--- src/tfn_pkg.sv ---
// ----------------------------------------------------------------------------
// tfn_pkg: shared constants for the triangle face normal block
// Default field widths and the fixed widths of the normalized datapath.
// ----------------------------------------------------------------------------
package tfn_pkg;
  localparam int CW_DEF = 24;   // coordinate width
  localparam int NW_DEF = 16;   // normal component width
  localparam int IW_DEF = 16;   // vertex index width
  localparam int M_BITS = 31;   // normalized magnitude width
  localparam int S_BITS = 64;   // sum of squares width
  localparam int R_BITS = 32;   // square root width
  localparam int Q_BITS = 35;   // square root partial remainder width
endpackage

--- src/tfn_div_cell.sv ---
// ----------------------------------------------------------------------------
// tfn_div_cell: one quotient bit of the three-lane divider chain
// Each lane shifts in one numerator bit and settles one quotient bit.
// ----------------------------------------------------------------------------
module tfn_div_cell
  import tfn_pkg::*;
#(
  parameter int F   = 15,
  parameter int SBW = 8
) (
  input  logic                   clk,
  input  logic                   rst_n,
  input  logic                   en,
  input  logic                   in_vld,
  input  logic [R_BITS-1:0]      in_n,
  input  logic [2:0][R_BITS-1:0] in_r,
  input  logic [2:0][F:0]        in_lq,
  input  logic [SBW-1:0]         in_side,
  output logic                   out_vld,
  output logic [R_BITS-1:0]      out_n,
  output logic [2:0][R_BITS-1:0] out_r,
  output logic [2:0][F:0]        out_lq,
  output logic [SBW-1:0]         out_side
);
  logic                   vld_r;
  logic [R_BITS-1:0]      n_r;
  logic [2:0][R_BITS-1:0] r_r, r_nxt;
  logic [2:0][F:0]        lq_r, lq_nxt;
  logic [SBW-1:0]         side_r;
  logic [R_BITS:0]        cur [3];
  logic [R_BITS:0]        dif [3];
  logic [2:0]             ge;

  // Restoring step per lane
  always_comb begin
    for (int i = 0; i < 3; i++) begin
      cur[i]    = {in_r[i], in_lq[i][F]};
      ge[i]     = (cur[i] >= {1'b0, in_n});
      dif[i]    = cur[i] - {1'b0, in_n};
      r_nxt[i]  = ge[i] ? dif[i][R_BITS-1:0] : cur[i][R_BITS-1:0];
      lq_nxt[i] = {in_lq[i][F-1:0], ge[i]};
    end
  end

  always_ff @(posedge clk) begin
    if (!rst_n) begin
      vld_r <= 1'b0;
    end else if (en) begin
      vld_r <= in_vld;
    end
  end

  always_ff @(posedge clk) begin
    if (en) begin
      n_r    <= in_n;
      r_r    <= r_nxt;
      lq_r   <= lq_nxt;
      side_r <= in_side;
    end
  end

  assign out_vld  = vld_r;
  assign out_n    = n_r;
  assign out_r    = r_r;
  assign out_lq   = lq_r;
  assign out_side = side_r;
endmodule

--- config.mk ---
export PLATFORM = sky130hd
export DESIGN_NAME = tfn_div_cell
export DESIGN_NICKNAME = d
export VERILOG_FILES = /design/src/tfn_pkg.sv /design/src/tfn_div_cell.sv
export SDC_FILE = /design/constraint.sdc
export NUM_CORES = 1
export LEC_CHECK = 0
export BUFFER_PORTS_ARGS = -buffer_cell sky130_fd_sc_hd__buf_2
export CAP_MARGIN = 25
export CORE_MARGIN = 1.5
export CORE_UTILIZATION = 40
export CTS_BUF_LIST = sky130_fd_sc_hd__clkbuf_8
export CTS_CLUSTER_DIAMETER = 60
export DETAILED_ROUTE_END_ITERATION = 12
export MAX_ROUTING_LAYER = met4
export PLACE_DENSITY = 0.63
export SETUP_SLACK_MARGIN = 0.4
export SYNTH_ARGS = -nofsm -noshare
export SYNTH_HDL_FRONTEND = slang
export SYNTH_SLANG_ARGS = --single-unit
export TNS_END_PERCENT = 5
--- constraint.sdc ---
create_clock -name clk -period 7.39 [get_ports clk]
set_input_delay 1.1085 -clock clk [delete_from_list [all_inputs] [get_ports clk]]
set_output_delay 1.1085 -clock clk [all_outputs]
set_load 0.02 [all_outputs]
* After elaboration in Yosys (flattened, before gate mapping)
Cells that the tools add are included.
** Word-level totals
- Bits in registers :: 185
- Input bits :: 188
- Word-level logic and storage cells :: 18
** Operators by class
- Add/subtract/negate cells :: 3
- $lt $le $gt $ge :: 3
- Mux-type cells :: 3
** Operator list (count)
- greater-or-equal comparator 33 x 32 -> 1 bit :: 3
- 2-to-1 mux 32 bit :: 3
- subtractor 32 bit :: 3

* Logic depth before layout (Yosys ltp)
- Depth in word-level cells :: 2
- Mapped depth :: 13
- Gate-level depth less buffers :: 11

* Least setup slack after synthesis
Ideal clock, no wire load.
- Path kind :: input to register
- Start :: input port in_n[3]
- End :: register r_r (netlist bit out_r[74]), data pin
- Library setup time :: 0.260 ns
- Arrival :: 3.324 ns
- Data required time :: 7.130 ns
- Path slack :: 3.806 ns
- Stages on the path :: 11
- Cells stage by stage :: inv_1 ha_1 and3_1 o21a_1 o31a_1 o31a_1 a21bo_1 o41ai_2 inv_2 buf_6 mux2_4
** RTL lines
- from (decl) :: line tfn_div_cell.sv:15 : input logic [R_BITS-1:0] in_n,
- to (signal assigned) :: line tfn_div_cell.sv:56 : r_r <= r_nxt;
- to (decl) :: line tfn_div_cell.sv:27 : logic [2:0][R_BITS-1:0] r_r, r_nxt;

==> reports/qor.log <==
qor: finish.final_cell_count_no_fill 2006
qor: sta.f_max 235 MHz
qor: finish.fill_cells 2869
qor: setup_path.worst-path-max-fanout 35
qor: cts.ctsRootBufferMaster clkbuf_8
qor: routing.detailroute.via_count 10970
qor: global_route.antenna_violations_before_repair 7
qor: sta.worstMarginPinSlew 1.00 ns
qor: cts.cts_buffer_depth 2
qor: logic_synthesis.synth_top_flop_cell edfxtp_1
qor: cts.post_cts_hold_buffer_count 0
qor: setup_path.required 7.64 ns
qor: power.netSwitchingPower 1.16 mW
qor: global_route.grt_max_degree 111
qor: sta.hold_viol_final 0
qor: finish.final_net_count 1875
qor: logic_synthesis.synth_edf_count 184
qor: finish.drive_gt1_share 27.4%
qor: logic_synthesis.synth_cell_type_count 75
qor: finish.finish.utilization 49.0%
qor: flow_run.cap_violations 0
qor: logic_synthesis.synth_area 12300 um^2
qor: logic_synthesis.synth_area_leaders edfxtp_1 (45%), ha_1 (9.8%), a21oi_1 (5.1%)
qor: logic_synthesis.synthCells 1244
qor: logic_synthesis.syn_nets 1531
qor: placement.post-dp-hpwl 32700 um
qor: sta.fin_skew 0 ns
qor: logic_synthesis.yosysSeqAreaShare 45.0%
qor: power.power_leakage 6.54 nW
qor: sta.setup_viol 0
qor: power.vdd.ir_drop.worst 0.0989 mV
qor: logic_synthesis.asyncSetResetFlopFracSynth 0%
qor: sta.final_min_period_over_clock_period 57.6%
qor: power.power_density 209 nW/um^2
qor: power.portion_of_total_power_attributed_to_the_clock_network 22.4%
qor: hold_path.worstHoldPathType flop to flop
qor: power.fraction_of_power_spent_switching_nets 37.1%
qor: cts.cts_tree built
qor: setup_path.startpoint_type primary input
qor: sta.setup_repair_after_global_routing_missed_its_margin no
qor: routing.routed_antenna_nets 0
qor: placement.number_of_placed_instances_taps_included 1965
qor: floorplanning.full_die_area 31800 um^2
qor: global_route.grtUsageTotal 25.3%
qor: logic_synthesis.netlist.area_leader.share 44.9%
qor: floorplanning.placement_rows 64
qor: sta.final_period_minus_worst_setup_slack 4.26 ns
qor: finish.finish.instance_area 14900 um^2
qor: placement.placed_standard_cell_area 14500 um^2
qor: cts.worst_setup_hold_path_clk_slew 0.11 ns
qor: floorplanning.chipHeight 178 um
qor: cts.clkSinkCount 185
qor: routing.initialDrtViolationCount 680
qor: setup_path.r2r_cells 2
qor: cts.clock_insertion_delay_worst_skew 0.48 ns
qor: hold_path.hold-path-cell-count 2
qor: floorplanning.core-area 30400 um^2
qor: finish.mostFrequentLayoutCell buf_2
qor: global_route.grt_overflow_total 0
qor: floorplanning.chipWidth 178 um
qor: placement.port-buffer-count 372
qor: power.combPwrFrac 34.0%
qor: finish.area_delta_synth_final 21.0%
qor: routing.detail_route.drc_violations 0
qor: status.status complete, no violations
qor: routing.viasPerCell 5.47
qor: logic_synthesis.ys_seq_elements 185
qor: floorplanning.initial_utilization 40.5%
qor: logic_synthesis.yosysWarningCount 0
qor: logic_synthesis.syn-mean-instance-area 9.90 um^2
qor: global_route.vias_in_the_first_global_route 10364
qor: routing.drt-total-wl 40500 um
qor: global_route.grt_first_pass_wirelength 58300 um
qor: routing.drt_first_pass_iters 5
qor: sta.worst_slew_margin_rel 33.1%
qor: placement.final_weighted_congestion_of_routability_driven_global_placement 0.988
qor: cts.number_of_buffers_added_by_the_clock_tree_synthesis_step 17
qor: setup_path.endpoint_kind flop
qor: setup_path.ff2ff_setup_slack 6.78 ns
qor: finish.most-common-layout-cells buf_2 (371), edfxtp_1 (184), a21oi_1 (126)
qor: cts.cts_post_setup_buffers_inserted 0
qor: sta.timing_max_transition_violations_final 0
qor: cts.cts_max_level 4
qor: setup_path.crit_type primary input to flop
qor: logic_synthesis.yosysTopAreaCell edfxtp_1
qor: cts.cts_resized 0
qor: floorplanning.boundary_pins 373
qor: power.p_int 1.96 mW
qor: setup_path.worst-endpoint-arrival 4.51 ns
qor: sta.totalNegativeSetupSlack 0 ns
qor: routing.detail_route.wl_per_cell 20.2 um
qor: power.seq_power_share 43.6%
routing by layer:
layer / track usage [%] / wire (um)
met2: 41.9 / 19600
met3: 4.75 / 2600
met5: - / 0
met1: 31.3 / 17300
met4: 7.47 / 1010
stage by stage:
stage                     worst slack [ns]  hold slack, ns  power (mW)
final                                 3.13           0.537        3.12
after global routing                  2.91           0.585        3.28
after CTS                             3.17           0.537        3.14
after global placement                2.70           0.504        2.43
after detailed placement              2.65           0.513        2.44
after floorplan                       3.81           0.589        2.07
sequential cells by signal, summed over array words and instances (netlist names):
signal / count
out_n: 32
out_side: 8
out_r: 96
out_lq: 48
out_vld: 1
synthesized netlist by cell type, types with 4 or more instances:
| cell type | number |
|---|---|
| nor4_1 | 6 |
| nand2b_1 | 12 |
| ha_1 | 96 |
| clkbuf_1 | 30 |
| a211oi_1 | 6 |
| edfxtp_1 | 184 |
| mux2i_1 | 4 |
| a31oi_1 | 17 |
| o21bai_1 | 13 |
| mux2_2 | 8 |
| xnor2_1 | 39 |
| o31ai_1 | 11 |
| buf_2 | 15 |
| o21a_1 | 17 |
| a21oi_1 | 126 |
| and2_1 | 6 |
| and3_1 | 10 |
| inv_1 | 66 |
| a21o_1 | 44 |
| mux2_4 | 5 |
| xor2_1 | 31 |
| nor2b_1 | 14 |
| a41oi_1 | 7 |
| nor3_1 | 20 |
| nand3b_1 | 4 |
| o21ai_0 | 97 |
| o31a_1 | 8 |
| nor2_1 | 108 |
| or3_1 | 5 |
| nand3_1 | 22 |
| a21boi_0 | 5 |
| or2_2 | 6 |
| o211ai_1 | 5 |
| nand2_1 | 106 |
| nand4_1 | 23 |
layout make-up:
class	count	area, um^2	area share (%)
tap	396	495	3.33
clock inverter	15	153	1.02
antenna	9	22.5	0.151
multi-input combinational	941	6280	42.2
clock buffer	17	234	1.57
timing repair buffer	376	1910	12.8
inverter	67	251	1.69
sequential	185	5550	37.2
cell families (layout without fill, tap and decap cells):
logic type / Yosys count / count (layout) / synth area share (%)
AO/OA/AOI/OAI: 405 / 405 / 20.9
XOR/XNOR: 70 / 70 / 4.98
adder cells (fa/ha/maj): 99 / 99 / 10.2
buffers and inverters: 118 / 475 / 3.99
flip-flops: 185 / 185 / 45.0
multiplexers: 17 / 17 / 1.67
other: 0 / 9 / 0
AND/OR/NAND/NOR: 350 / 350 / 13.2
power groups by stage:
stage	clock network, mW	logic, mW	registers [mW]
floorplan	0	0.527	1.54
global placement	0	1.05	1.38
detailed placement	0	1.05	1.38
CTS	0.723	1.06	1.36
global route	0.761	1.15	1.37
finish	0.698	1.06	1.36
worst max-delay path, cell delays in order:
cell and delay, ns:
buf_2 0.09, inv_1 0.09, ha_1 0.39, nand4_1 0.16, a21oi_1 0.22, o31ai_2 0.17
o31ai_4 0.38, a21oi_1 0.18, o31ai_4 0.82, buf_4 0.49, mux2_2 0.38
path summary, 6_finish.rpt:
check / start / to
hold / removal: out_vld / out_vld
setup reg to reg: out_vld / out_vld
setup / recovery: in_n[3] / out_r[43]
hold reg to reg: out_vld / out_vld
Note: power is estimated with default switching activity, not from simulation.
