<file path="src/tfn_pkg.sv">
// ----------------------------------------------------------------------------
// tfn_pkg: shared constants for the triangle face normal block
// Default field widths and the fixed widths of the normalized datapath.
// ----------------------------------------------------------------------------
package tfn_pkg;
  localparam int CW_DEF = 24;   // coordinate width
  localparam int NW_DEF = 16;   // normal component width
  localparam int IW_DEF = 16;   // vertex index width
  localparam int M_BITS = 31;   // normalized magnitude width
  localparam int S_BITS = 64;   // sum of squares width
  localparam int R_BITS = 32;   // square root width
  localparam int Q_BITS = 35;   // square root partial remainder width
endpackage

</file>
<file path="src/tfn_sqrt_cell.sv">
// ----------------------------------------------------------------------------
// tfn_sqrt_cell: one digit of the square root chain
// Consumes the top two radicand bits and settles one root bit per cell.
// ----------------------------------------------------------------------------
module tfn_sqrt_cell
  import tfn_pkg::*;
#(
  parameter int SBW = 8
) (
  input  logic              clk,
  input  logic              rst_n,
  input  logic              en,
  input  logic              in_vld,
  input  logic [S_BITS-1:0] in_s,
  input  logic [Q_BITS-1:0] in_rem,
  input  logic [R_BITS-1:0] in_root,
  input  logic [SBW-1:0]    in_side,
  output logic              out_vld,
  output logic [S_BITS-1:0] out_s,
  output logic [Q_BITS-1:0] out_rem,
  output logic [R_BITS-1:0] out_root,
  output logic [SBW-1:0]    out_side
);
  logic              vld_r;
  logic [S_BITS-1:0] s_r;
  logic [Q_BITS-1:0] rem_r, rem_nxt, cur, trial;
  logic [R_BITS-1:0] root_r, root_nxt;
  logic [SBW-1:0]    side_r;
  logic              ge;

  // Try subtracting 4*root+1 from the shifted remainder
  always_comb begin
    cur      = {in_rem[Q_BITS-3:0], in_s[S_BITS-1:S_BITS-2]};
    trial    = {{(Q_BITS-R_BITS-2){1'b0}}, in_root, 2'b01};
    ge       = (cur >= trial);
    rem_nxt  = ge ? (cur - trial) : cur;
    root_nxt = {in_root[R_BITS-2:0], ge};
  end

  always_ff @(posedge clk) begin
    if (!rst_n) begin
      vld_r <= 1'b0;
    end else if (en) begin
      vld_r <= in_vld;
    end
  end

  always_ff @(posedge clk) begin
    if (en) begin
      s_r    <= {in_s[S_BITS-3:0], 2'b00};
      rem_r  <= rem_nxt;
      root_r <= root_nxt;
      side_r <= in_side;
    end
  end

  assign out_vld  = vld_r;
  assign out_s    = s_r;
  assign out_rem  = rem_r;
  assign out_root = root_r;
  assign out_side = side_r;
endmodule

</file>
<file path="config.mk">
export PLATFORM = sky130hd
export DESIGN_NAME = tfn_sqrt_cell
export DESIGN_NICKNAME = d
export VERILOG_FILES = /design/src/tfn_pkg.sv /design/src/tfn_sqrt_cell.sv
export SDC_FILE = /design/constraint.sdc
export NUM_CORES = 1
export LEC_CHECK = 0
export BUFFER_PORTS_ARGS = -buffer_cell sky130_fd_sc_hd__clkbuf_2
export CORE_UTILIZATION = 48
export CTS_CLUSTER_DIAMETER = 40
export DETAILED_ROUTE_END_ITERATION = 8
export PLACE_DENSITY_LB_ADDON = 0.2
export SLEW_MARGIN = 0
export SYNTH_ARGS = -nofsm -noshare
export SYNTH_HDL_FRONTEND = slang
export SYNTH_SLANG_ARGS = --single-unit
</file>
<file path="constraint.sdc">
create_clock -name clk -period 3 [get_ports clk]
set_clock_uncertainty 0.1 [all_clocks]
set_input_delay 0.15 -clock clk [delete_from_list [all_inputs] [get_ports clk]]
set_output_delay 0.15 -clock clk [all_outputs]
set_load 0.02 [all_outputs]
</file>
Word level (Yosys, flattened, before mapping). Index checks and enable logic that the tools add are counted.

Bits of input ports: 143. Output and inout bits: 140. Flip-flop bits (word level): 138.

Muxes and demuxes: 1. Magnitude comparators: 1. Add/sub/neg operators: 1.

Operator list (count): 35-bit by 34-bit greater-or-equal comparator with 1-bit output (1); 35-bit 2-to-1 mux (1); 35-bit by 34-bit subtractor with 35-bit output (1).

Logic depth before layout (Yosys ltp).
Depth in word-level cells: 2. Gate-level depth with buffers: 14. Depth with buffers taken out: 11.

Worst setup path after synthesis. No wires, ideal clock.

Path kind: input port to flip-flop. From: in in_root[0]. To: reg rem_r[34], in the netlist out_rem[34] (data pin). Buffers on the path: 1. Stages: 11. Path slack: 348 ps. Data required time: 2644 ps. Setup time: 256 ps. Arrival time: 2296 ps. Cells stage by stage: inv_1 ha_1 o211ai_1 o211ai_1 a311o_1 and3_1 or3_1 nand2_2 buf_2 a211oi_1 a31o_2.

Word-level cells in the longest chain between the ends: 2. Elaborated cells between the ends (all ways): 3. Classes of those cells: 1 x add/sub; 1 x order compare; 1 x mux.

Ends and longest elaborated chain: from (decl) (RTL line tfn_sqrt_cell.sv:16) `input logic [R_BITS-1:0] in_root,`; 35-bit by 34-bit subtractor with 35-bit output or 35-bit by 34-bit greater-or-equal comparator with 1-bit output (tied branches) (RTL line tfn_sqrt_cell.sv:36, tfn_sqrt_cell.sv:35); 35-bit 2-to-1 mux (*) (RTL line tfn_sqrt_cell.sv:36) `rem_nxt = ge ? (cur - trial) : cur;`; net rem_nxt[34] (RTL line tfn_sqrt_cell.sv:26) `logic [Q_BITS-1:0] rem_r, rem_nxt, cur, trial;`; to (signal assigned) (RTL line tfn_sqrt_cell.sv:51) `rem_r <= rem_nxt;`; to (decl) (RTL line tfn_sqrt_cell.sv:26).

Mark *: on every way through the listed nets, which the timed path passes. The rest lies on a longest branch. A chain may end at the register's enable or synchronous reset.

Worst setup path in the final report.
From: in in_root[1]. To: reg rem_r[12], in the netlist out_rem[12] (data pin).

Same word-level chain as after synthesis.

==> impl_metrics.json <==
{
  "status": "complete, no violations",
  "syn_to_final_growth_pct": 55.5,
  "via_per_inst": 5.17,
  "seq_power_share_pct": 40.0,
  "worstSetupStartpointType": "primary input",
  "synth_top_family_by_area": "compound AO/OA/AOI/OAI gates",
  "h-tree-depth": 4,
  "p_leak_nw": 4.64,
  "yosys-mux-area-fraction_pct": 0.474,
  "final_util_pct": 76.9,
  "crit_type": "in2reg",
  "clk_latency_ps": 410,
  "r2r_end": "out_vld$_SDFFE_PN0P_",
  "numCtsBuffers": 17,
  "wl_met3_um": 1240,
  "p_int_w": 0.00434,
  "met1_length_um": 8100,
  "hold_class": "in2reg",
  "critPathLaunch": "in_root[1]",
  "antennaDiodeCount": 0,
  "setup_viol": 0,
  "min_to": "out_rem[30]$_DFFE_PP_",
  "cts_tree": "done",
  "grt_pass1_wl_um": 30700,
  "synth-adder-area-share_pct": 6.44,
  "crit_fanout": 49,
  "drv_slew": 0,
  "yosysSeqAreaShare_pct": 62.6,
  "grt_max_degree": 66,
  "holdWs_ps": 19.9,
  "wl_met2_um": 10300,
  "synthArstFlopShare_pct": 0,
  "drtPass1Iterations": 5,
  "relSlewSlack_pct": 60.0,
  "crit_arrival_ps": 3000,
  "portBuffers": 278,
  "timing.rr.start": "out_vld$_SDFFE_PN0P_",
  "drive_gt1_share_pct": 36.4,
  "root_buffer": "clkbuf_16",
  "pwr-share-clk_pct": 36.6,
  "worstSetupEndpointType": "flip-flop",
  "grt_overflow": 0,
  "ys_top_cells_by_area": "edfxtp_1 62%, ha_1 6.4%, a21oi_1 3.9%",
  "fin_area_um2": 10300,
  "worst_slack_ps": 66.7,
  "synth_compound_area_share_pct": 12.5,
  "wirelength_um": 20100,
  "rrSetupSlack_ps": 1730,
  "whs_path_depth": 3,
  "max_freq_ghz": 0.341,
  "ys_seq_elements": 138,
  "cts_buffer_depth": 2,
  "drc_errors": 0,
  "ir_drop_mv": 0.377,
  "routedWlPerCell_um": 17.5,
  "hold_start": "in_rem[28]",
  "die_w_um": 119,
  "synth.distinct_cells": 52,
  "clkTransAtPathRegs_ps": 60,
  "pre_cts_slack_ps": 74.8,
  "ant_nets": 0,
  "synthXorXnorAreaFrac_pct": 3.71,
  "synth_top_area_share_pct": 62.3,
  "syn_area_um2": 6600,
  "swShare_pct": 28.3,
  "die_y_um": 119,
  "grt_pass1_vias": 5937,
  "grtUsageTotal_pct": 28.3,
  "start_util_pct": 49.5,
  "p_switching_w": 0.00171,
  "worstMarginPinSlew_ps": 600,
  "r2r_cells": 3,
  "avgSynthCellArea_um2": 12.2,
  "dp_hpwl_um": 13300,
  "cap_viol_max_count": 0,
  "routed.top_layer": "met4",
  "num_io_pins": 283,
  "antenna_found_initial": 0,
  "core_um2": 13300,
  "yosysTopAreaCell": "edfxtp_1",
  "synth_edf_count": 137,
  "placed_area_um2": 8250,
  "gp_congestion": 0.934,
  "hold_viol_final": 0,
  "powerDensity_nw_per_um2": 590,
  "cts.sinks": 138,
  "die_area_um2": 14200,
  "period_share_pct": 97.8,
  "dr.first_iter.drc_count": 455,
  "syn_inst": 540,
  "dr_total_vias": 5956,
  "yosysWarnings": 0,
  "period_minus_slack_ps": 2930,
  "ys.flop_type": "edfxtp_1",
  "num_rows": 42,
  "required_ps": 3070,
  "total_power_w": 0.00606,
  "pwr-share-comb_pct": 23.4,
  "fin_nets": 1141,
  "synthSimpleGateAreaFrac_pct": 10.1
}
layer usage:
| layer | vias to the layer above | GRT usage (%) |
|---|---|---|
| li1 | 2843 | - |
| met1 | 2834 | 33.3 |
| met2 | 245 | 50.2 |
| met3 | 34 | 6.37 |
| met4 | 0 | 10.3 |
| met5 | - | 0 |
power groups by stage:
stage	logic, W	clock network, W	registers (W)
CTS	0.00137	0.00224	0.00242
finish	0.00142	0.00222	0.00243
detailed placement	0.00123	0	0.00246
global placement	0.00121	0	0.00245
global route	0.00152	0.00232	0.00244
floorplan	0.000494	0	0.00271
cells in the mapped netlist, drive strengths merged (2+ instances only):
| cell type | instances |
|---|---|
| a211oi | 8 |
| a21o | 14 |
| a21oi | 51 |
| a311o | 2 |
| a31o | 3 |
| a31oi | 6 |
| and2 | 3 |
| and3 | 8 |
| buf | 7 |
| clkbuf | 17 |
| edfxtp | 137 |
| ha | 34 |
| inv | 38 |
| mux2i | 2 |
| nand2 | 44 |
| nand2b | 8 |
| nand3 | 12 |
| nand4 | 7 |
| nor2 | 43 |
| nor3 | 9 |
| nor4 | 3 |
| o211a | 2 |
| o211ai | 5 |
| o21a | 4 |
| o21ai | 21 |
| o21bai | 3 |
| o22ai | 2 |
| o31ai | 3 |
| xnor2 | 16 |
| xor2 | 12 |
sequential cells by signal (all words and copies together) (netlist names):
signal	cells
out_rem	35
out_vld	1
out_root	32
out_side	8
out_s	62
layout by cell type (no fill, tap or decap), types with 8 or more instances in the layout:
cell type	Yosys	routed
a21o_1	14	14
a21oi_1	51	48
buf_4	2	20
clkbuf_16	0	17
clkbuf_2	0	277
dlygate4sd3_1	0	129
edfxtp_1	137	137
ha_1	34	26
inv_1	37	37
nand2_1	43	43
nand2b_1	8	8
nand3_1	12	12
nor2_1	43	43
o21ai_0	20	19
xnor2_1	16	16
xor2_1	12	12
layout make-up:
type	instances	area, um2
inverters	38	143
clock inverters	12	189
clock buffers	20	437
well taps	176	220
flip-flops and latches	138	4130
repair buffers	428	2860
fillers	833	3080
multi-input cells	341	2290
through the flow:
step / setup TNS [ps] / cells
after floorplan: 0 / 541
after global placement: 0 / 989
after detailed placement: 0 / 989
after CTS: 0 / 1150
after global routing: -8.55 / 1153
final: 0 / 1153
what timing repair did:
item,in CTS,in global routing
setup buffers,0,3
endpoints found under the setup margin,0,32
gates resized for setup,0,21
hold buffers,129,0
endpoints found under the hold margin,128,0
critical path, stage by stage:
cell	delay, ps
dlygate4sd3_1	530
clkbuf_2	110
inv_1	40
ha_1	330
o211ai_1	140
o211ai_1	150
a311o_1	360
and3_4	190
or3_1	380
nand2_2	100
inv_2	50
buf_12	180
mux2_2	280
how the worst max path moves through the flow:
stage / cells after the start / end / slack [ps]
6_report: 13 / out_rem[12]$_DFFE_PP_ / 70
4_1_cts: 13 / out_rem[12]$_DFFE_PP_ / 4
5_1_grt: 13 / out_rem[12]$_DFFE_PP_ / -7
3_5_place_dp: 12 / out_rem[12]$_DFFE_PP_ / 70
2_1_floorplan: 11 / out_rem[34]$_DFFE_PP_ / 350
3_3_place_gp: 12 / out_rem[12]$_DFFE_PP_ / 110
logic make-up (layout without fill, tap and decap cells):
family                   count (synthesis)  after routing
AO/OA/AOI/OAI                          132            132
XOR/XNOR                                28             28
adder cells (fa/ha/maj)                 34             34
buffers and inverters                   62            498
flip-flops                             138            138
multiplexers                             3              3
other                                    1              2
AND/OR/NAND/NOR                        142            142
Note: power is estimated with default switching activity, not from simulation.
